## src/rtl/cac_pkg.sv

```systemverilog
package cac_pkg;

   localparam int DIM_W   = 13;
   localparam int CNT_W   = 12;
   localparam int CELL_W  = 8;
   localparam int GRID_W  = 9;
   localparam int CHAN_W  = 8;
   localparam int COLOR_W = 24;
   localparam int MODE_W  = 2;
   localparam int ADDR_W  = 5;
   localparam int DATA_W  = 32;

   localparam logic [DIM_W-1:0]  MAX_DIMENSION = 13'd4096;
   localparam logic [GRID_W-1:0] MAX_GRID      = 9'd256;
   localparam logic [CHAN_W-1:0] FULL_ALPHA    = 8'd255;

   localparam logic [DIM_W-1:0]   RESET_WIDTH  = 13'd256;
   localparam logic [DIM_W-1:0]   RESET_HEIGHT = 13'd256;
   localparam logic [GRID_W-1:0]  RESET_GRID   = 9'd8;
   localparam logic [COLOR_W-1:0] RESET_FRONT  = 24'hFFFFFF;
   localparam logic [COLOR_W-1:0] RESET_BACK   = 24'hC8C8C8;

   // register indexes (byte address / 4)
   localparam logic [2:0] REG_FRAME_WIDTH  = 3'd0;
   localparam logic [2:0] REG_FRAME_HEIGHT = 3'd1;
   localparam logic [2:0] REG_GRID_SIZE    = 3'd2;
   localparam logic [2:0] REG_FRONT_COLOR  = 3'd3;
   localparam logic [2:0] REG_BACK_COLOR   = 3'd4;
   localparam logic [2:0] REG_VIEW_MODE    = 3'd5;

   // view modes; the unused code falls back to composite
   localparam logic [MODE_W-1:0] MODE_COMPOSITE = 2'd0;
   localparam logic [MODE_W-1:0] MODE_COLOR     = 2'd1;
   localparam logic [MODE_W-1:0] MODE_ALPHA     = 2'd2;

   // clamped configuration as used by the datapath
   typedef struct packed {
      logic [DIM_W-1:0]   width;
      logic [DIM_W-1:0]   height;
      logic [GRID_W-1:0]  grid;
      logic [COLOR_W-1:0] front_color;
      logic [COLOR_W-1:0] back_color;
      logic [MODE_W-1:0]  view_mode;
   } cfg_type;

   typedef struct packed {
      logic checker_odd;
      logic frame_end;
   } pos_type;

   // floor(x / 255) for x up to 65025
   function automatic logic [CHAN_W-1:0] div255(input logic [15:0] x);
      logic [16:0] t;
      t = {1'b0, x} + {9'd0, x[15:8]} + 17'd1;
      return t[15:8];
   endfunction

endpackage

```

## src/rtl/cac_csr.sv

```systemverilog
module cac_csr (
   input  logic                          clock,
   input  logic                          reset,
   input  logic                          csr_psel,
   input  logic                          csr_penable,
   input  logic                          csr_pwrite,
   input  logic [cac_pkg::ADDR_W-1:0]    csr_paddr,
   input  logic [cac_pkg::DATA_W-1:0]    csr_pwdata,
   output logic [cac_pkg::DATA_W-1:0]    csr_prdata,
   output logic                          csr_pready,
   output cac_pkg::cfg_type              cfg
);

   logic [cac_pkg::DIM_W-1:0]   width_ff;
   logic [cac_pkg::DIM_W-1:0]   height_ff;
   logic [cac_pkg::GRID_W-1:0]  grid_ff;
   logic [cac_pkg::COLOR_W-1:0] front_ff;
   logic [cac_pkg::COLOR_W-1:0] back_ff;
   logic [cac_pkg::MODE_W-1:0]  mode_ff;
   logic [2:0]                  index;
   logic                        wr_en;

   assign csr_pready = 1'b1;
   assign index      = csr_paddr[4:2];
   assign wr_en      = csr_psel && csr_penable && csr_pwrite;

   always_ff @(posedge clock) begin
      if (reset) begin
         width_ff  <= cac_pkg::RESET_WIDTH;
         height_ff <= cac_pkg::RESET_HEIGHT;
         grid_ff   <= cac_pkg::RESET_GRID;
         front_ff  <= cac_pkg::RESET_FRONT;
         back_ff   <= cac_pkg::RESET_BACK;
         mode_ff   <= cac_pkg::MODE_COMPOSITE;
      end else if (wr_en) begin
         case (index)
            cac_pkg::REG_FRAME_WIDTH:  width_ff  <= csr_pwdata[cac_pkg::DIM_W-1:0];
            cac_pkg::REG_FRAME_HEIGHT: height_ff <= csr_pwdata[cac_pkg::DIM_W-1:0];
            cac_pkg::REG_GRID_SIZE:    grid_ff   <= csr_pwdata[cac_pkg::GRID_W-1:0];
            cac_pkg::REG_FRONT_COLOR:  front_ff  <= csr_pwdata[cac_pkg::COLOR_W-1:0];
            cac_pkg::REG_BACK_COLOR:   back_ff   <= csr_pwdata[cac_pkg::COLOR_W-1:0];
            cac_pkg::REG_VIEW_MODE:    mode_ff   <= csr_pwdata[cac_pkg::MODE_W-1:0];
            default: ;
         endcase
      end
   end

   always_comb begin
      case (index)
         cac_pkg::REG_FRAME_WIDTH:  csr_prdata = {19'd0, width_ff};
         cac_pkg::REG_FRAME_HEIGHT: csr_prdata = {19'd0, height_ff};
         cac_pkg::REG_GRID_SIZE:    csr_prdata = {23'd0, grid_ff};
         cac_pkg::REG_FRONT_COLOR:  csr_prdata = {8'd0, front_ff};
         cac_pkg::REG_BACK_COLOR:   csr_prdata = {8'd0, back_ff};
         cac_pkg::REG_VIEW_MODE:    csr_prdata = {30'd0, mode_ff};
         default:                   csr_prdata = '0;
      endcase
   end

   // zero reads as one, oversize saturates
   always_comb begin
      cfg.width = width_ff;
      if (width_ff == '0)
         cfg.width = 13'd1;
      else if (width_ff > cac_pkg::MAX_DIMENSION)
         cfg.width = cac_pkg::MAX_DIMENSION;
      cfg.height = height_ff;
      if (height_ff == '0)
         cfg.height = 13'd1;
      else if (height_ff > cac_pkg::MAX_DIMENSION)
         cfg.height = cac_pkg::MAX_DIMENSION;
      cfg.grid = grid_ff;
      if (grid_ff == '0)
         cfg.grid = 9'd1;
      else if (grid_ff > cac_pkg::MAX_GRID)
         cfg.grid = cac_pkg::MAX_GRID;
      cfg.front_color = front_ff;
      cfg.back_color  = back_ff;
      cfg.view_mode   = mode_ff;
   end

endmodule

```

## src/rtl/cac_raster.sv

```systemverilog
module cac_raster (
   input  logic             clock,
   input  logic             reset,
   input  logic             advance,
   input  cac_pkg::cfg_type cfg,
   output cac_pkg::pos_type pos
);

   logic [cac_pkg::CNT_W-1:0]  col_ff, col_in;
   logic [cac_pkg::CNT_W-1:0]  row_ff, row_in;
   logic [cac_pkg::CELL_W-1:0] col_cell_ff, col_cell_in;
   logic [cac_pkg::CELL_W-1:0] row_cell_ff, row_cell_in;
   logic                       col_par_ff, col_par_in;
   logic                       row_par_ff, row_par_in;
   logic                       last_col, last_row;
   logic                       col_cell_wrap, row_cell_wrap;

   assign last_col      = ({1'b0, col_ff} + 13'd1) >= cfg.width;
   assign last_row      = ({1'b0, row_ff} + 13'd1) >= cfg.height;
   assign col_cell_wrap = ({1'b0, col_cell_ff} + 9'd1) >= cfg.grid;
   assign row_cell_wrap = ({1'b0, row_cell_ff} + 9'd1) >= cfg.grid;

   assign pos.checker_odd = col_par_ff ^ row_par_ff;
   assign pos.frame_end   = last_col && last_row;

   always_comb begin
      col_in      = col_ff;
      row_in      = row_ff;
      col_cell_in = col_cell_ff;
      row_cell_in = row_cell_ff;
      col_par_in  = col_par_ff;
      row_par_in  = row_par_ff;
      if (!last_col) begin
         col_in = col_ff + 12'd1;
         if (col_cell_wrap) begin
            col_cell_in = '0;
            col_par_in  = ~col_par_ff;
         end else begin
            col_cell_in = col_cell_ff + 8'd1;
         end
      end else begin
         col_in      = '0;
         col_cell_in = '0;
         col_par_in  = 1'b0;
         if (!last_row) begin
            row_in = row_ff + 12'd1;
            if (row_cell_wrap) begin
               row_cell_in = '0;
               row_par_in  = ~row_par_ff;
            end else begin
               row_cell_in = row_cell_ff + 8'd1;
            end
         end else begin
            row_in      = '0;
            row_cell_in = '0;
            row_par_in  = 1'b0;
         end
      end
   end

   always_ff @(posedge clock) begin
      if (reset) begin
         col_ff      <= '0;
         row_ff      <= '0;
         col_cell_ff <= '0;
         row_cell_ff <= '0;
         col_par_ff  <= 1'b0;
         row_par_ff  <= 1'b0;
      end else if (advance) begin
         col_ff      <= col_in;
         row_ff      <= row_in;
         col_cell_ff <= col_cell_in;
         row_cell_ff <= row_cell_in;
         col_par_ff  <= col_par_in;
         row_par_ff  <= row_par_in;
      end
   end

endmodule

```

## src/rtl/cac_blend.sv

```systemverilog
module cac_blend (
   input  logic [cac_pkg::MODE_W-1:0]  view_mode,
   input  logic [cac_pkg::CHAN_W-1:0]  src_red,
   input  logic [cac_pkg::CHAN_W-1:0]  src_green,
   input  logic [cac_pkg::CHAN_W-1:0]  src_blue,
   input  logic [cac_pkg::CHAN_W-1:0]  src_alpha,
   input  logic [cac_pkg::COLOR_W-1:0] tile_color,
   output logic [cac_pkg::CHAN_W-1:0]  pix_red,
   output logic [cac_pkg::CHAN_W-1:0]  pix_green,
   output logic [cac_pkg::CHAN_W-1:0]  pix_blue
);

   logic [cac_pkg::CHAN_W-1:0] inv_alpha;
   logic [15:0]                sum_red, sum_green, sum_blue;

   assign inv_alpha = cac_pkg::FULL_ALPHA - src_alpha;

   // s*a + c*(255-a) never exceeds 255*255
   assign sum_red   = ({8'd0, src_red} * {8'd0, src_alpha})
                    + ({8'd0, tile_color[23:16]} * {8'd0, inv_alpha});
   assign sum_green = ({8'd0, src_green} * {8'd0, src_alpha})
                    + ({8'd0, tile_color[15:8]} * {8'd0, inv_alpha});
   assign sum_blue  = ({8'd0, src_blue} * {8'd0, src_alpha})
                    + ({8'd0, tile_color[7:0]} * {8'd0, inv_alpha});

   always_comb begin
      case (view_mode)
         cac_pkg::MODE_COLOR: begin
            pix_red   = src_red;
            pix_green = src_green;
            pix_blue  = src_blue;
         end
         cac_pkg::MODE_ALPHA: begin
            pix_red   = src_alpha;
            pix_green = src_alpha;
            pix_blue  = src_alpha;
         end
         default: begin
            pix_red   = cac_pkg::div255(sum_red);
            pix_green = cac_pkg::div255(sum_green);
            pix_blue  = cac_pkg::div255(sum_blue);
         end
      endcase
   end

endmodule

```

## src/rtl/checker_alpha_composite.sv

```systemverilog
// Alpha blend of a raster RGBA stream over a checkerboard.
// Stages: input register, blend logic, output register, ahead of rsp_valid.
// Throughput: one pixel per cycle unless rsp_ready stalls the output register.
// Reset (synchronous, active high): raster position and pipeline valids cleared,
// configuration registers back to 256x256 frame, 8 pixel cells, white/gray, composite.
module checker_alpha_composite (
   input  logic                       clock,
   input  logic                       reset,
   // pixel input
   input  logic                       req_valid,
   output logic                       req_ready,
   input  logic [cac_pkg::CHAN_W-1:0] req_source_red,
   input  logic [cac_pkg::CHAN_W-1:0] req_source_green,
   input  logic [cac_pkg::CHAN_W-1:0] req_source_blue,
   input  logic [cac_pkg::CHAN_W-1:0] req_source_alpha,
   // displayed pixel
   output logic                       rsp_valid,
   input  logic                       rsp_ready,
   output logic [cac_pkg::CHAN_W-1:0] rsp_out_red,
   output logic [cac_pkg::CHAN_W-1:0] rsp_out_green,
   output logic [cac_pkg::CHAN_W-1:0] rsp_out_blue,
   output logic                       rsp_frame_end,
   // register port
   input  logic                       csr_psel,
   input  logic                       csr_penable,
   input  logic                       csr_pwrite,
   input  logic [cac_pkg::ADDR_W-1:0] csr_paddr,
   input  logic [cac_pkg::DATA_W-1:0] csr_pwdata,
   output logic [cac_pkg::DATA_W-1:0] csr_prdata,
   output logic                       csr_pready
);

   cac_pkg::cfg_type cfg;
   cac_pkg::pos_type pos;

   // input stage: pixel plus the checker color and end flag of its position
   logic                        s1_valid_ff;
   logic [cac_pkg::CHAN_W-1:0]  s1_red_ff, s1_green_ff, s1_blue_ff, s1_alpha_ff;
   logic [cac_pkg::COLOR_W-1:0] s1_checker_ff, s1_checker_in;
   logic                        s1_last_ff;

   // output stage
   logic                        rsp_valid_ff;
   logic [cac_pkg::CHAN_W-1:0]  rsp_red_ff, rsp_green_ff, rsp_blue_ff;
   logic                        rsp_last_ff;
   logic [cac_pkg::CHAN_W-1:0]  pix_red_in, pix_green_in, pix_blue_in;

   logic req_take;
   logic s1_move;

   // stage 1 moves forward when the output register is empty or being drained;
   // the input side keeps streaming as long as stage 1 is free or moving
   assign s1_move   = s1_valid_ff && (!rsp_valid_ff || rsp_ready);
   assign req_ready = !s1_valid_ff || s1_move;
   assign req_take  = req_valid && req_ready;

   cac_csr u_csr (
      .clock       (clock),
      .reset       (reset),
      .csr_psel    (csr_psel),
      .csr_penable (csr_penable),
      .csr_pwrite  (csr_pwrite),
      .csr_paddr   (csr_paddr),
      .csr_pwdata  (csr_pwdata),
      .csr_prdata  (csr_prdata),
      .csr_pready  (csr_pready),
      .cfg         (cfg)
   );

   // raster counters step once per accepted transaction
   cac_raster u_raster (
      .clock   (clock),
      .reset   (reset),
      .advance (req_take),
      .cfg     (cfg),
      .pos     (pos)
   );

   assign s1_checker_in = pos.checker_odd ? cfg.back_color : cfg.front_color;

   always_ff @(posedge clock) begin
      if (reset) begin
         s1_valid_ff <= 1'b0;
      end else if (req_ready) begin
         s1_valid_ff <= req_valid;
      end
   end

   always_ff @(posedge clock) begin
      if (req_take) begin
         s1_red_ff     <= req_source_red;
         s1_green_ff   <= req_source_green;
         s1_blue_ff    <= req_source_blue;
         s1_alpha_ff   <= req_source_alpha;
         s1_checker_ff <= s1_checker_in;
         s1_last_ff    <= pos.frame_end;
      end
   end

   // user must change view mode only with the pipeline empty; not enforced, it is read live
   cac_blend u_blend (
      .view_mode  (cfg.view_mode),
      .src_red    (s1_red_ff),
      .src_green  (s1_green_ff),
      .src_blue   (s1_blue_ff),
      .src_alpha  (s1_alpha_ff),
      .tile_color (s1_checker_ff),
      .pix_red    (pix_red_in),
      .pix_green  (pix_green_in),
      .pix_blue   (pix_blue_in)
   );

   always_ff @(posedge clock) begin
      if (reset) begin
         rsp_valid_ff <= 1'b0;
      end else if (!rsp_valid_ff || rsp_ready) begin
         rsp_valid_ff <= s1_valid_ff;
      end
   end

   always_ff @(posedge clock) begin
      if (s1_move) begin
         rsp_red_ff   <= pix_red_in;
         rsp_green_ff <= pix_green_in;
         rsp_blue_ff  <= pix_blue_in;
         rsp_last_ff  <= s1_last_ff;
      end
   end

   assign rsp_valid     = rsp_valid_ff;
   assign rsp_out_red   = rsp_red_ff;
   assign rsp_out_green = rsp_green_ff;
   assign rsp_out_blue  = rsp_blue_ff;
   assign rsp_frame_end = rsp_last_ff;

endmodule
```

## config.mk

```make
export PLATFORM = sky130hd
export DESIGN_NAME = checker_alpha_composite
export DESIGN_NICKNAME = d
export VERILOG_FILES = /design/src/rtl/cac_pkg.sv /design/src/rtl/cac_csr.sv /design/src/rtl/cac_raster.sv /design/src/rtl/cac_blend.sv /design/src/rtl/checker_alpha_composite.sv
export SDC_FILE = /design/constraint.sdc
export NUM_CORES = 1
export LEC_CHECK = 0
export CAP_MARGIN = 20
export CORE_UTILIZATION = 60
export CTS_CLUSTER_DIAMETER = 80
export CTS_CLUSTER_SIZE = 30
export DETAILED_ROUTE_END_ITERATION = 6
export DONT_BUFFER_PORTS = 1
export PLACE_DENSITY = 0.85
export REMOVE_ABC_BUFFERS = 1
export SYNTH_ARGS = -nofsm -noshare
export SYNTH_HDL_FRONTEND = slang
export SYNTH_HIERARCHICAL = 1
export SYNTH_SLANG_ARGS = --single-unit
export TNS_END_PERCENT = 50
```

## constraint.sdc

```tcl
create_clock -name clock -period 14.1 [get_ports clock]
set_input_delay 1.41 -clock clock [delete_from_list [all_inputs] [get_ports clock]]
set_output_delay 1.41 -clock clock [all_outputs]
set_load 0.05 [all_outputs]
```

; Word level (Yosys, flattened, before mapping)
; Cells that the tools add are included.
[totals]
in_bits = 76
ff_bits = 211
out_inout_bits = 60
word_cells = 110
[classes]
n_lt_le_gt_ge = 7
mux = 21
add_sub_neg = 18
n_reduce_logical = 24
bitwise_logic = 3
mul = 6
n_eq_ne = 7
[ops]
columns = cell, count
row1 = one-hot mux 24 bit (6 select lines), 1
row2 = multiplier 8 x 8 -> 16 bit, 6
row3 = 2-to-1 mux 13 bit, 4
row4 = adder 16 x 1 -> 16 bit (second input constant), 3
row5 = adder 16 bit, 3
row6 = adder 16 x 8 -> 16 bit, 3
row7 = one-hot mux 8 bit (2 select lines), 3
row8 = 2-to-1 mux 8 bit, 4
row9 = adder 12 x 1 -> 13 bit (second input constant), 2
row10 = >= comparator 13 bit, 2
row11 = > comparator 13 bit (second input constant), 2
row12 = logical NOT 13 bit, 2
row13 = adder 12 x 1 -> 12 bit (second input constant), 2
row14 = 2-to-1 mux 12 bit, 2
row15 = 2-to-1 mux 24 bit, 1
row16 = adder 8 x 1 -> 9 bit (second input constant), 2
row17 = >= comparator 9 bit, 2
row18 = 2-to-1 mux 9 bit, 2
row19 = adder 8 x 1 -> 8 bit (second input constant), 2
row20 = AND reduction 2 bit, 8
row21 = > comparator 9 bit (second input constant), 1
row22 = logical NOT 9 bit, 1
row23 = subtractor 8 bit (first input constant), 1
row24 = equality test 3 x 2 -> 1 bit (second input constant), 2
row25 = 13 further kinds, 25

; Logic depth before layout (Yosys ltp)
; Gate-level depths: netlist of run 1.
[depth]
ltp_word = 6
depth_mapped = 29
depth_no_buf = 27

; By module
; The synthesis of run 1 kept the hierarchy.
[by_module_without_submodules]
columns = module, cells_each, area_per_inst_um2, seq_area_each_um2, instances
row1 = cac_blend, 1796, 15133.3, 0.0, 1
row2 = cac_csr, 483, 4465.5, 1701.6, 1
row3 = cac_raster, 440, 3477.1, 840.8, 1
row4 = checker_alpha_composite, 119, 2942.8, 2502.4, 1

; Worst setup path after synthesis of run 1
; Ideal clock, no wire load.
[synth_path]
kind = reg-to-reg
from = register s1_alpha_ff[7] (netlist bit)
to = register rsp_red_ff (netlist bit rsp_out_red[7]), data pin
stages_incl_launch_ff = 27
period_less_slack_ns = 7.307
slack_ns = 6.793
required_ns = 13.943
setup_time_ns = 0.157
n_path_buf = 2
t_arrival_ns = 7.151
cell_sequence = edfxtp_1 > clkbuf_1 > clkbuf_1 > nand2_1 > fa_1 > fa_1 > inv_1 > fa_1 > fa_1 > fa_1 > inv_1 > fa_1 > inv_1 > ha_1 > a21oi_1 > and2_1 > a21oi_1 > o211a_1 > nor3_1 > inv_1 > ha_1 > nand4_1 > nor4_1 > nor2_1 > a2111o_1 > or3_1 > a32oi_1
[synth_via]
elab_chain_len = 6
word_cells_on_any_way = 7
cone_classes = add/sub (4) / mul (2) / mux (1)
[synth_lines]
columns = element, line
row1 = "start, declared", checker_alpha_composite.sv:38  ; logic [cac_pkg::CHAN_W-1:0] s1_red_ff, s1_green_ff, s1_blue_ff, s1_alpha_ff;
row2 = "start signal, assigned", checker_alpha_composite.sv:94  ; s1_alpha_ff <= req_source_alpha;
row3 = subtractor 8 bit, cac_blend.sv:16  ; assign inv_alpha = cac_pkg::FULL_ALPHA - src_alpha;
row4 = multiplier 8 x 8 -> 16 bit, cac_blend.sv:20  ; + ({8'd0, tile_color[23:16]} * {8'd0, inv_alpha});
row5 = adder 16 bit, cac_blend.sv:20
row6 = adder 16 x 8 -> 16 bit, cac_pkg.sv:54  ; t = {1'b0, x} + {9'd0, x[15:8]} + 17'd1;
row7 = adder 16 x 1 -> 16 bit, cac_pkg.sv:54
row8 = one-hot mux 8 bit (2 select lines) *, cac_blend.sv:27  ; case (view_mode)
row9 = "named net pix_red_in, one bit", checker_alpha_composite.sv:46  ; logic [cac_pkg::CHAN_W-1:0] pix_red_in, pix_green_in, pix_blue_in;
row10 = "end signal, assigned", checker_alpha_composite.sv:123  ; rsp_red_ff <= pix_red_in;
row11 = "end, declared", checker_alpha_composite.sv:44  ; logic [cac_pkg::CHAN_W-1:0] rsp_red_ff, rsp_green_ff, rsp_blue_ff;
; Mark *: on every way through the listed nets, which the timed path passes. The rest lies on a longest branch.
; A chain may end at the register's enable or synchronous reset.

; Worst setup path in the final report of run 1
[layout_path]
from = register s1_alpha_ff[3] (netlist bit)
to = register rsp_red_ff (netlist bit rsp_out_red[7]), data pin
[layout_via]
elab_chain_len = 6
word_cells_on_any_way = 7
cone_classes = add/sub (4) / mul (2) / mux (1)
[layout_lines]
columns = element, line
row1 = subtractor 8 bit, cac_blend.sv:16
row2 = multiplier 8 x 8 -> 16 bit, cac_blend.sv:20
row3 = adder 16 bit *, cac_blend.sv:20
row4 = adder 16 x 8 -> 16 bit *, cac_pkg.sv:54
row5 = adder 16 x 1 -> 16 bit *, cac_pkg.sv:54
row6 = one-hot mux 8 bit (2 select lines) *, cac_blend.sv:27
row7 = "named net pix_red_in, one bit", checker_alpha_composite.sv:46
; Marked as above.

==> results of run 1 <==
==> worst paths after layout <==
check | endpoint | depth (start not counted) | slack (ns)
worst max register to register | rsp_out_red[7]$_DFFE_PP_ | 26 | 5.70
worst min-delay path | rsp_frame_end$_DFFE_PP_ | 0 | 0.42
worst max-delay path | rsp_out_red[7]$_DFFE_PP_ | 26 | 5.70
worst min register to register | rsp_frame_end$_DFFE_PP_ | 0 | 0.42
==> logic make-up (layout without fill, tap and decap cells) <==
kind of cell             after synthesis  count (layout)  synth area share [%]
AO/OA/AOI/OAI                        351             351                  9.49
XOR/XNOR                              83              83                  2.85
adder cells (fa/ha/maj)              546             546                  34.6
buffers and inverters                639             554                  9.85
flip-flops                           211             211                  19.4
multiplexers                         133             133                  5.55
other                                  3              13                0.0433
AND/OR/NAND/NOR                      872             872                  18.3
==> sequential cells by signal, summed over array words and instances, names as in the netlist, 2 cells and up <==
| signal | cells |
|---|---|
| s1_checker_ff | 24 |
| u_csr/back_ff | 24 |
| u_csr/front_ff | 24 |
| u_csr/height_ff | 13 |
| u_csr/width_ff | 13 |
| u_raster/col_ff | 12 |
| u_raster/row_ff | 12 |
| u_csr/grid_ff | 9 |
| rsp_out_blue | 8 |
| rsp_out_green | 8 |
| rsp_out_red | 8 |
| s1_alpha_ff | 8 |
| s1_blue_ff | 8 |
| s1_green_ff | 8 |
| s1_red_ff | 8 |
| u_raster/col_cell_ff | 8 |
| u_raster/row_cell_ff | 8 |
| u_csr/mode_ff | 2 |
==> cells in the final DEF, fill, tap and decap left out, types with 11 or more instances in the layout <==
cell type,Yosys,routed
sky130_fd_sc_hd__o2bb2ai_1,15,15
sky130_fd_sc_hd__conb_1,3,12
sky130_fd_sc_hd__xor2_1,30,29
sky130_fd_sc_hd__a21o_1,22,22
sky130_fd_sc_hd__nand4_1,23,23
sky130_fd_sc_hd__fa_1,288,288
sky130_fd_sc_hd__a22o_1,12,12
sky130_fd_sc_hd__dfxtp_1,129,129
sky130_fd_sc_hd__nor2_1,96,96
sky130_fd_sc_hd__or3_1,12,12
sky130_fd_sc_hd__inv_1,509,509
sky130_fd_sc_hd__nand3_1,42,42
sky130_fd_sc_hd__a22oi_1,21,21
sky130_fd_sc_hd__edfxtp_1,82,82
sky130_fd_sc_hd__and2_1,112,111
sky130_fd_sc_hd__a31oi_1,11,11
sky130_fd_sc_hd__nor2b_1,163,163
sky130_fd_sc_hd__mux2_4,20,20
sky130_fd_sc_hd__xnor2_1,52,52
sky130_fd_sc_hd__ha_1,258,258
sky130_fd_sc_hd__and3_1,20,20
sky130_fd_sc_hd__clkbuf_16,0,18
sky130_fd_sc_hd__o21ai_0,50,44
sky130_fd_sc_hd__nand2_1,183,183
sky130_fd_sc_hd__o21a_1,13,13
sky130_fd_sc_hd__a21oi_1,83,83
sky130_fd_sc_hd__nor4_1,11,11
sky130_fd_sc_hd__nand2b_1,156,156
sky130_fd_sc_hd__a211oi_1,15,15
sky130_fd_sc_hd__mux2i_1,103,103
sky130_fd_sc_hd__buf_4,13,14
sky130_fd_sc_hd__nor3_1,19,19
==> routing by layer <==
layer	vias to the layer above	share of wire, %	GRT usage, %
met3	169	6.3	3.61
met2	726	49	51.0
met4	0	4.2	12.3
met5	-	0	0
met1	9731	40	36.0
li1	9005	-	-
==> area by class of cell <==
type,count,area share [%]
clock inverter,10,0.642
antenna,1,0.00931
sequential,211,18.8
tap,577,2.68
multi-input combinational,1997,68.7
inverter,510,7.12
timing repair buffer,15,0.433
clock buffer,19,1.69
==> through the flow <==
step / util (%) / hold WS (ns) / std cells / area, um2 / setup slack, ns
finish: 63.5 / 0.423 / 3340 / 26900 / 5.70
global route: 63.5 / 0.458 / 3340 / 26900 / 5.35
CTS: 63.5 / 0.425 / 3339 / 26900 / 5.89
detailed placement: 62.1 / 0.422 / 3310 / 26300 / 5.90
global placement: 62.0 / 0.406 / 3309 / 26300 / 6.08
floorplan: - / 0.400 / 2718 / 25400 / 6.56
==> flow_metrics.py, run 1 <==
metrics = {
    "synth": {
        "syn-cell-area_um2": 26000,
        "synth_flop_cell": "sky130_fd_sc_hd__dfxtp_1",
        "yosysTopAreaCell": "sky130_fd_sc_hd__fa_1",
        "synth_common_cells": "509 x sky130_fd_sc_hd__inv_1, 288 x sky130_fd_sc_hd__fa_1, 258 x sky130_fd_sc_hd__ha_1",
        "postSynth.asyncResetShare_pct": 0,
        "yosysMostFrequentCell": "sky130_fd_sc_hd__inv_1",
        "synth_instances": 2838,
        "synth.lib_cells_used.distinct": 88,
        "synth_largest_type_area_fraction_pct": 22.2,
        "synth_area_leaders": "sky130_fd_sc_hd__fa_1 22%, sky130_fd_sc_hd__ha_1 12%, sky130_fd_sc_hd__dfxtp_1 9.9%, sky130_fd_sc_hd__edfxtp_1 9.5%, sky130_fd_sc_hd__inv_1 7.3%",
        "synth_warnings": 6,
        "edff_count_synth": 82,
        "synth.yosys.seq_area_share_pct": 19.4,
        "synthesis.area_per_instance_um2": 9.17,
        "ys_ff_latch": 211,
    },
    "clock_network": {
        "insertion_delay_of_the_later_clocked_pin_in_the_worst_skew_pair_ns": 0.54,
        "cts_buffers": 17,
        "cts_setup_buffers": 0,
        "htreeDepth": 1,
        "clkTransAtPathRegs_ns": 0.10,
        "hold_buffers": 0,
        "clk_path_buf_depth": 3,
        "tritoncts_num_sinks": 211,
        "cts.repair.resized": 0,
        "cts_tree": "done",
        "ctsRootBufferMaster": "sky130_fd_sc_hd__clkbuf_16",
    },
    "floorplan": {
        "effective_utilization_at_floorplan_pct": 61.5,
        "dieArea_um2": 44200,
        "die_y_um": 210,
        "fp.dieW_um": 210,
        "coreArea_um2": 42300,
        "placementRows": 75,
        "num_io_pins": 136,
    },
    "min_path": {
        "hold_class": "reg2reg",
        "min-delay-start": "s1_last_ff$_DFFE_PP_",
    },
    "drt": {
        "detail_route.drc_violations": 0,
        "detailed_route_wire_length_per_cell_um": 18.9,
        "detail_route.first_pass.iterations": 7,
        "initialDrtViolationCount": 1282,
        "antenna_violating_nets_left": 0,
        "totalWireLength_um": 63200,
        "vias": 19631,
        "vias_per_cell": 5.88,
    },
    "sta": {
        "timing.setup.tns_ns": 0,
        "fin_crit_sh_pct": 59.6,
        "fmax_mhz": 119,
        "rsz0062_at_grt": "no",
        "transition_time_at_the_pin_with_the_least_slew_margin_ns": 1.13,
        "finalWorstPathRequiredPeriod_ns": 8.40,
        "hold_violations": 0,
        "clock-skew-final_ns": 0.0264,
        "finalMaxSlewViolations": 0,
        "worst_slew_margin_rel_pct": 25.6,
        "setup_violations": 0,
    },
    "global_route": {
        "gr-usage-all-layers_pct": 29.1,
        "grt_max_degree": 163,
        "grt_overflow_total": 0,
        "grt_pass1_vias": 20761,
        "wire_length_of_the_first_global_routing_pass_um": 103000,
        "grt_antenna_before_repair": 1,
    },
    "outcome": {
        "run_status": "finished clean",
    },
    "critical_path": {
        "critical_path.most_common_cell": "sky130_fd_sc_hd__fa_1",
        "startpoint_of_the_most_critical_register_to_register_path": "s1_alpha_ff[3]$_DFFE_PP_",
        "data_arrival_time_of_the_critical_path_ns": 8.72,
        "worst-path-buf-inv": 6,
        "slowest_delay_ns": 0.54,
        "crit_path_end_kind": "flop",
        "critPathLaunch": "s1_alpha_ff[3]$_DFFE_PP_",
        "cp.required_ns": 14.42,
        "criticalPathCategory": "reg2reg",
        "critical_path_peak_fanout": 50,
        "critical_path.slowest_cell": "sky130_fd_sc_hd__fa_1",
        "path_delay_family": "adder cells",
        "startpoint_type": "flop",
    },
    "placement": {
        "number_of_buffers_added_on_ports": 0,
        "dpl.hpwl_um": 47900,
        "final_weighted_congestion_in_routability_driven_placement": 0.896,
    },
    "finish": {
        "area_delta_synth_final_pct": 3.36,
        "layout-drive-gt1-share_pct": 3.80,
        "seqCellArea_um2": 5040,
        "num-nets-final": 3374,
        "multi_input_comb_area_um2": 18500,
        "n_fill_cell": 3368,
    },
    "job": {
        "max_cap_violations": 0,
    },
}
Power of run 1 is not shown: default switching activity piles up to over one toggle a cycle in this logic, so the estimate is an artifact.
==> run 2: changes to the inputs <==
Clock period 14.1 ns to 7.76 ns, I/O delays scaled along.
==> run 2 against run 1 <==
Clock-buffer cell count decreased by 2. Sequential share of layout area decreased by 0.54 points. Non-clock buffer count increased by 51. Hold slack got worse by 0.098 ns. Critical path depth increased by 2. The flow now finishes with violations (DRC). Cell area increased by 3.0%. Die area unchanged. Highest routed layer unchanged. Via count increased by 1.4%. Setup slack got worse by 5.6 ns. Cell count increased by 1.6%.
==> flow_metrics.py, run 2 (synthesis gave the netlist of run 1 again) <==
metrics = {
    "clock_network": {
        "htreeDepth": 1,
        "cts_buffers": 17,
        "hold_buffers": 0,
        "cts_tree": "done",
        "clkTransAtPathRegs_ns": 0.11,
        "ctsRootBufferMaster": "sky130_fd_sc_hd__clkbuf_16",
        "tritoncts_num_sinks": 211,
        "clk_path_buf_depth": 3,
        "insertion_delay_of_the_later_clocked_pin_in_the_worst_skew_pair_ns": 0.54,
    },
    "floorplan": {
        "fp.dieW_um": 210,
        "placementRows": 75,
        "die_y_um": 210,
        "dieArea_um2": 44200,
        "num_io_pins": 136,
        "coreArea_um2": 42300,
        "effective_utilization_at_floorplan_pct": 61.5,
    },
    "sta": {
        "worst_slew_margin_rel_pct": 29.0,
        "setup_violations": 0,
        "clock-skew-final_ns": 0.0264,
        "hold_violations": 0,
        "fmax_mhz": 131,
        "finalMaxSlewViolations": 0,
        "fin_crit_sh_pct": 98.3,
        "transition_time_at_the_pin_with_the_least_slew_margin_ns": 1.06,
        "finalWorstPathRequiredPeriod_ns": 7.62,
    },
    "critical_path": {
        "criticalPathCategory": "reg2reg",
        "path_delay_family": "adder cells",
        "worst-path-buf-inv": 8,
        "crit_path_end_kind": "flop",
        "reg2reg_depth": 28,
        "startpoint_type": "flop",
        "cp.required_ns": 8.08,
        "startpoint_of_the_most_critical_register_to_register_path": "s1_alpha_ff[5]$_DFFE_PP_",
        "critical_path.most_common_cell": "sky130_fd_sc_hd__fa_1",
        "critical_path.slowest_cell": "sky130_fd_sc_hd__fa_1",
        "critical_path_peak_fanout": 18,
        "data_arrival_time_of_the_critical_path_ns": 7.95,
        "slowest_delay_ns": 0.54,
        "reg2reg_setup_slack_ns": 0.14,
        "regToRegEndpoint": "rsp_out_red[5]$_DFFE_PP_",
    },
    "min_path": {
        "min-delay-start": "req_source_red[3]",
        "hold_class": "in2reg",
        "hold_end": "s1_red_ff[3]$_DFFE_PP_",
        "whs_path_depth": 0,
    },
    "drt": {
        "vias": 19905,
        "detail_route.drc_violations": 6,
        "vias_per_cell": 5.86,
        "initialDrtViolationCount": 1366,
        "totalWireLength_um": 65400,
        "antenna_violating_nets_left": 0,
        "detail_route.first_pass.iterations": 7,
        "detailed_route_wire_length_per_cell_um": 19.3,
    },
    "finish": {
        "final_cell_mix": "508 x sky130_fd_sc_hd__inv_1, 287 x sky130_fd_sc_hd__fa_1, 250 x sky130_fd_sc_hd__ha_1, 183 x sky130_fd_sc_hd__nand2_1, 162 x sky130_fd_sc_hd__nor2b_1",
        "layout-drive-gt1-share_pct": 7.11,
        "layout.core_utilization_pct": 65.4,
        "n_fill_cell": 3175,
        "area_delta_synth_final_pct": 6.41,
        "num-nets-final": 3425,
        "biggestRegsByFlops": "s1_checker_ff: 24 flops, u_csr/back_ff: 24 flops, u_csr/front_ff: 24 flops",
        "mostFrequentLayoutCell": "sky130_fd_sc_hd__inv_1",
    },
    "outcome": {
        "violated_checks": "DRC",
        "run_status": "finished with violations",
    },
    "global_route": {
        "grt_antenna_before_repair": 4,
        "wire_length_of_the_first_global_routing_pass_um": 103000,
        "grt_overflow_total": 0,
        "grt_pass1_vias": 20648,
        "gr-usage-all-layers_pct": 29.2,
        "grt_max_degree": 163,
    },
    "placement": {
        "dpl.hpwl_um": 48700,
        "number_of_buffers_added_on_ports": 0,
        "final_weighted_congestion_in_routability_driven_placement": 0.919,
    },
    "job": {
        "max_cap_violations": 0,
    },
}
[run 2: final cells by class]
cell class	instances	area [um2]	area share (%)
Multi-Input combinational cell	1997	18700	67.6
Sequential cell	211	5040	18.2
Inverter	510	1910	6.91
Tap cell	577	722	2.61
Timing Repair Buffer	66	668	2.41
Clock buffer	17	425	1.54
Clock inverter	12	189	0.682
Antenna cell	4	10.0	0.0362
[run 2: timing repair]
action	in CTS	in global routing
gates resized for setup	0	50
buffers inserted	0	7
endpoints found under the setup margin	0	21
[run 2: metrics by stage]
stage | cell area, um2 | setup slack (ns) | hold slack, ns | std cells | TNS [ns]
finish | 27700 | 0.136 | 0.325 | 3394 | 0
detailed placement | 26700 | 0.0680 | 0.435 | 3351 | 0
floorplan | 25400 | 0.220 | 0.400 | 2718 | 0
global route | 27700 | -0.0542 | 0.311 | 3394 | -0.106
global placement | 26700 | 0.173 | 0.405 | 3350 | 0
CTS | 27300 | 0.0152 | 0.314 | 3380 | 0
[run 2: worst max-delay path by stage]
stage	slack, ns	to	startpoint	depth (start not counted)
floorplan	0.22	rsp_out_red[7]$_DFFE_PP_	s1_alpha_ff[2]$_DFFE_PP_	25
global placement	0.17	rsp_out_red[7]$_DFFE_PP_	s1_alpha_ff[6]$_DFFE_PP_	26
detailed placement	0.07	rsp_out_red[7]$_DFFE_PP_	s1_alpha_ff[2]$_DFFE_PP_	26
CTS	0.02	rsp_out_red[7]$_DFFE_PP_	s1_alpha_ff[6]$_DFFE_PP_	27
global route	-0.05	rsp_out_blue[7]$_DFFE_PP_	s1_alpha_ff[7]$_DFFE_PP_	24
finish	0.14	rsp_out_red[5]$_DFFE_PP_	s1_alpha_ff[5]$_DFFE_PP_	28
[run 2: per-layer routing]
layer	GRT usage, %	up-vias	wire (um)
li1	-	9093	-
met1	35.8	9776	25500
met2	50.4	852	31600
met3	4.35	184	4870
met4	14.3	0	3360
met5	0	-	0
[run 2: worst reg2reg max path, delay by kind of cell (launching register included)]
| family | cells | cell delay (ns) |
|---|---|---|
| AOI/OAI and AO/OA | 5 | 1.28 |
| buffers and inverters | 8 | 0.91 |
| xor gates and xnor gates | 1 | 0.35 |
| and+or+nand+nor | 6 | 0.86 |
| adders and majority gates | 8 | 3.59 |
| DFF | 1 | 0.44 |
Power of run 2 is left out for the same reason.
==> run 3: changes to the inputs <==
Settings changed: ABC_AREA set to 1.
==> run 3 against run 2 <==
The run now ends clean. Setup slack gained 0.28 ns. Cell count increased by 23%. Utilization shrank 1.5 points. Clock skew up 0.0081 ns. Synthesized cell count rose by 29%. Hold slack worse by 0.044 ns. Sequential share of layout area about the same. Critical endpoint is now rsp_out_red[6]$_DFFE_PP_. Largest cell class unchanged.
==> flow_metrics.py, run 3 <==
metrics = {
    "clock_network": {
        "ctsRootBufferMaster": "sky130_fd_sc_hd__clkbuf_16",
        "clkTransAtPathRegs_ns": 0.10,
        "clk_path_buf_depth": 3,
        "htreeDepth": 1,
        "cts_buffers": 19,
        "tritoncts_num_sinks": 211,
        "cts_tree": "done",
        "hold_buffers": 0,
        "insertion_delay_of_the_later_clocked_pin_in_the_worst_skew_pair_ns": 0.56,
    },
    "synth": {
        "synth-compound-area-share_pct": 5.53,
        "yosys.area_share.xor_xnor_pct": 2.04,
        "syn-cell-area_um2": 26500,
        "post_synth_and_or_nand_nor_area_fraction_pct": 24.7,
        "synth_flop_cell": "sky130_fd_sc_hd__dfxtp_1",
        "synth.yosys.seq_area_share_pct": 19.0,
        "yosysTopAreaCell": "sky130_fd_sc_hd__fa_1",
        "synth_top_family_by_area": "adder cells",
        "synth.area.mux_share_pct": 0,
        "ys_ff_latch": 211,
        "synth_common_cells": "936 x sky130_fd_sc_hd__nand2_1, 860 x sky130_fd_sc_hd__inv_1, 382 x sky130_fd_sc_hd__nor2_1",
        "synth.lib_cells_used.distinct": 55,
        "synth_instances": 3650,
        "yosysMostFrequentCell": "sky130_fd_sc_hd__nand2_1",
        "postSynth.asyncResetShare_pct": 0,
        "synthesis.area_per_instance_um2": 7.26,
        "synth_area_leaders": "sky130_fd_sc_hd__fa_1 22%, sky130_fd_sc_hd__nand2_1 13%, sky130_fd_sc_hd__ha_1 12%, sky130_fd_sc_hd__inv_1 12%, sky130_fd_sc_hd__dfxtp_1 9.7%",
        "post_synth_fa_ha_maj_area_fraction_pct": 33.9,
        "edff_count_synth": 82,
        "synth_warnings": 6,
        "synth_largest_type_area_fraction_pct": 21.7,
    },
    "critical_path": {
        "data_arrival_time_of_the_critical_path_ns": 7.64,
        "critical_path.most_common_cell": "sky130_fd_sc_hd__nand2_1",
        "criticalPathCategory": "reg2reg",
        "startpoint_type": "flop",
        "critical_path.slowest_cell": "sky130_fd_sc_hd__fa_1",
        "slowest_delay_ns": 0.54,
        "cp.required_ns": 8.06,
        "crit_path_end_kind": "flop",
        "critical_path_peak_fanout": 24,
    },
    "drt": {
        "antenna_violating_nets_left": 0,
        "vias": 22392,
        "detail_route.drc_violations": 0,
        "detailed_route_wire_length_per_cell_um": 15.9,
        "totalWireLength_um": 66400,
        "vias_per_cell": 5.36,
        "initialDrtViolationCount": 1837,
        "detail_route.first_pass.iterations": 6,
    },
    "finish": {
        "mostFrequentLayoutCell": "sky130_fd_sc_hd__nand2_1",
        "area_delta_synth_final_pct": 4.59,
        "num-nets-final": 4200,
        "layout-drive-gt1-share_pct": 4.59,
        "final_cell_mix": "936 x sky130_fd_sc_hd__nand2_1, 856 x sky130_fd_sc_hd__inv_1, 382 x sky130_fd_sc_hd__nor2_1, 288 x sky130_fd_sc_hd__fa_1, 258 x sky130_fd_sc_hd__ha_1",
        "biggestRegsByFlops": "s1_checker_ff: 24 flops, u_csr/back_ff: 24 flops, u_csr/front_ff: 24 flops",
    },
    "global_route": {
        "grt_pass1_vias": 22267,
        "gr-usage-all-layers_pct": 30.6,
        "wire_length_of_the_first_global_routing_pass_um": 109000,
        "grt_antenna_before_repair": 3,
        "grt_max_degree": 63,
        "grt_overflow_total": 0,
    },
    "sta": {
        "rsz0062_at_grt": "no",
        "fin_crit_sh_pct": 94.6,
        "finalWorstPathRequiredPeriod_ns": 7.34,
        "holdWs_ns": 0.281,
        "transition_time_at_the_pin_with_the_least_slew_margin_ns": 1.05,
        "setup_violations": 0,
        "fmax_mhz": 136,
        "worst_slew_margin_rel_pct": 29.8,
        "timing.setup.tns_ns": 0,
        "hold_violations": 0,
        "finalMaxSlewViolations": 0,
        "clock-skew-final_ns": 0.0346,
    },
    "floorplan": {
        "die_y_um": 212,
        "effective_utilization_at_floorplan_pct": 61.1,
        "dieArea_um2": 45000,
        "coreArea_um2": 43400,
        "num_io_pins": 136,
        "fp.dieW_um": 212,
        "placementRows": 76,
    },
    "placement": {
        "number_of_buffers_added_on_ports": 0,
        "final_weighted_congestion_in_routability_driven_placement": 0.964,
        "dpl.hpwl_um": 50800,
    },
    "min_path": {
        "hold_class": "in2reg",
    },
    "job": {
        "max_cap_violations": 0,
    },
    "outcome": {
        "run_status": "finished clean",
    },
}
run 3: final timing paths:
check	slack, ns	startpoint	end	cells after the start
worst max-delay path	0.42	s1_alpha_ff[3]$_DFFE_PP_	rsp_out_red[6]$_DFFE_PP_	32
worst min-delay path	0.28	reset	rsp_valid$_SDFFE_PP0P_	1
worst max register to register	0.42	s1_alpha_ff[3]$_DFFE_PP_	rsp_out_red[6]$_DFFE_PP_	32
worst min register to register	0.48	u_raster/col_cell_ff[3]$_SDFFE_PP0P_	u_raster/col_cell_ff[3]$_SDFFE_PP0P_	2
run 3: kinds of logic (layout without fill, tap and decap cells):
group                      after synthesis  in the layout
and+or+nand+nor                       1584           1584
AOI/OAI and AO/OA                      244            244
adders and majority gates              546            546
other                                    3             15
xor gates and xnor gates                58             58
buffers and inverters                 1004            936
DFF                                    211            211
run 3: per-stage QoR:
step	instances	util (%)	setup WS [ns]	cell area, um2
2_1_floorplan	3530	-	0.621	25900
3_3_place_gp	4140	62.0	0.512	26900
3_5_place_dp	4140	62.0	0.451	26900
4_1_cts	4174	63.9	0.395	27700
5_1_grt	4178	63.9	0.0532	27700
6_report	4179	64.0	0.420	27700
run 3: worst max-delay path, delay by kind of cell, from the launching register on:
family | cells | cell delay, ns
adder cells (fa/ha/maj) | 8 | 3.75
AND/OR/NAND/NOR | 15 | 1.55
buffers and inverters | 7 | 0.72
flip-flops | 1 | 0.53
XOR/XNOR | 1 | 0.37
AO/OA/AOI/OAI | 1 | 0.18
run 3: routing by layer:
layer / wire length, um / vias to the layer above / GRT usage [%]
met3: 6190 / 231 / 6.97
met2: 30800 / 914 / 51.4
met5: 0 / - / 0.334
li1: - / 10730 / -
met1: 25400 / 10517 / 36.0
met4: 3960 / 0 / 17.5
run 3: what timing repair did:
item | in CTS | in global routing
buffers inserted | 0 | 2
endpoints found under the setup margin | 0 | 12
gates resized for setup | 0 | 3
run 3: final cells by class:
class	instances	area, um2
antenna	3	7.51
multi-input combinational	2444	17600
timing repair buffer	27	228
inverter	875	3300
clock inverter	14	293
fill	3595	15600
sequential	211	5040
tap	585	732
clock buffer	20	500
Power of run 3 is left out for the same reason.
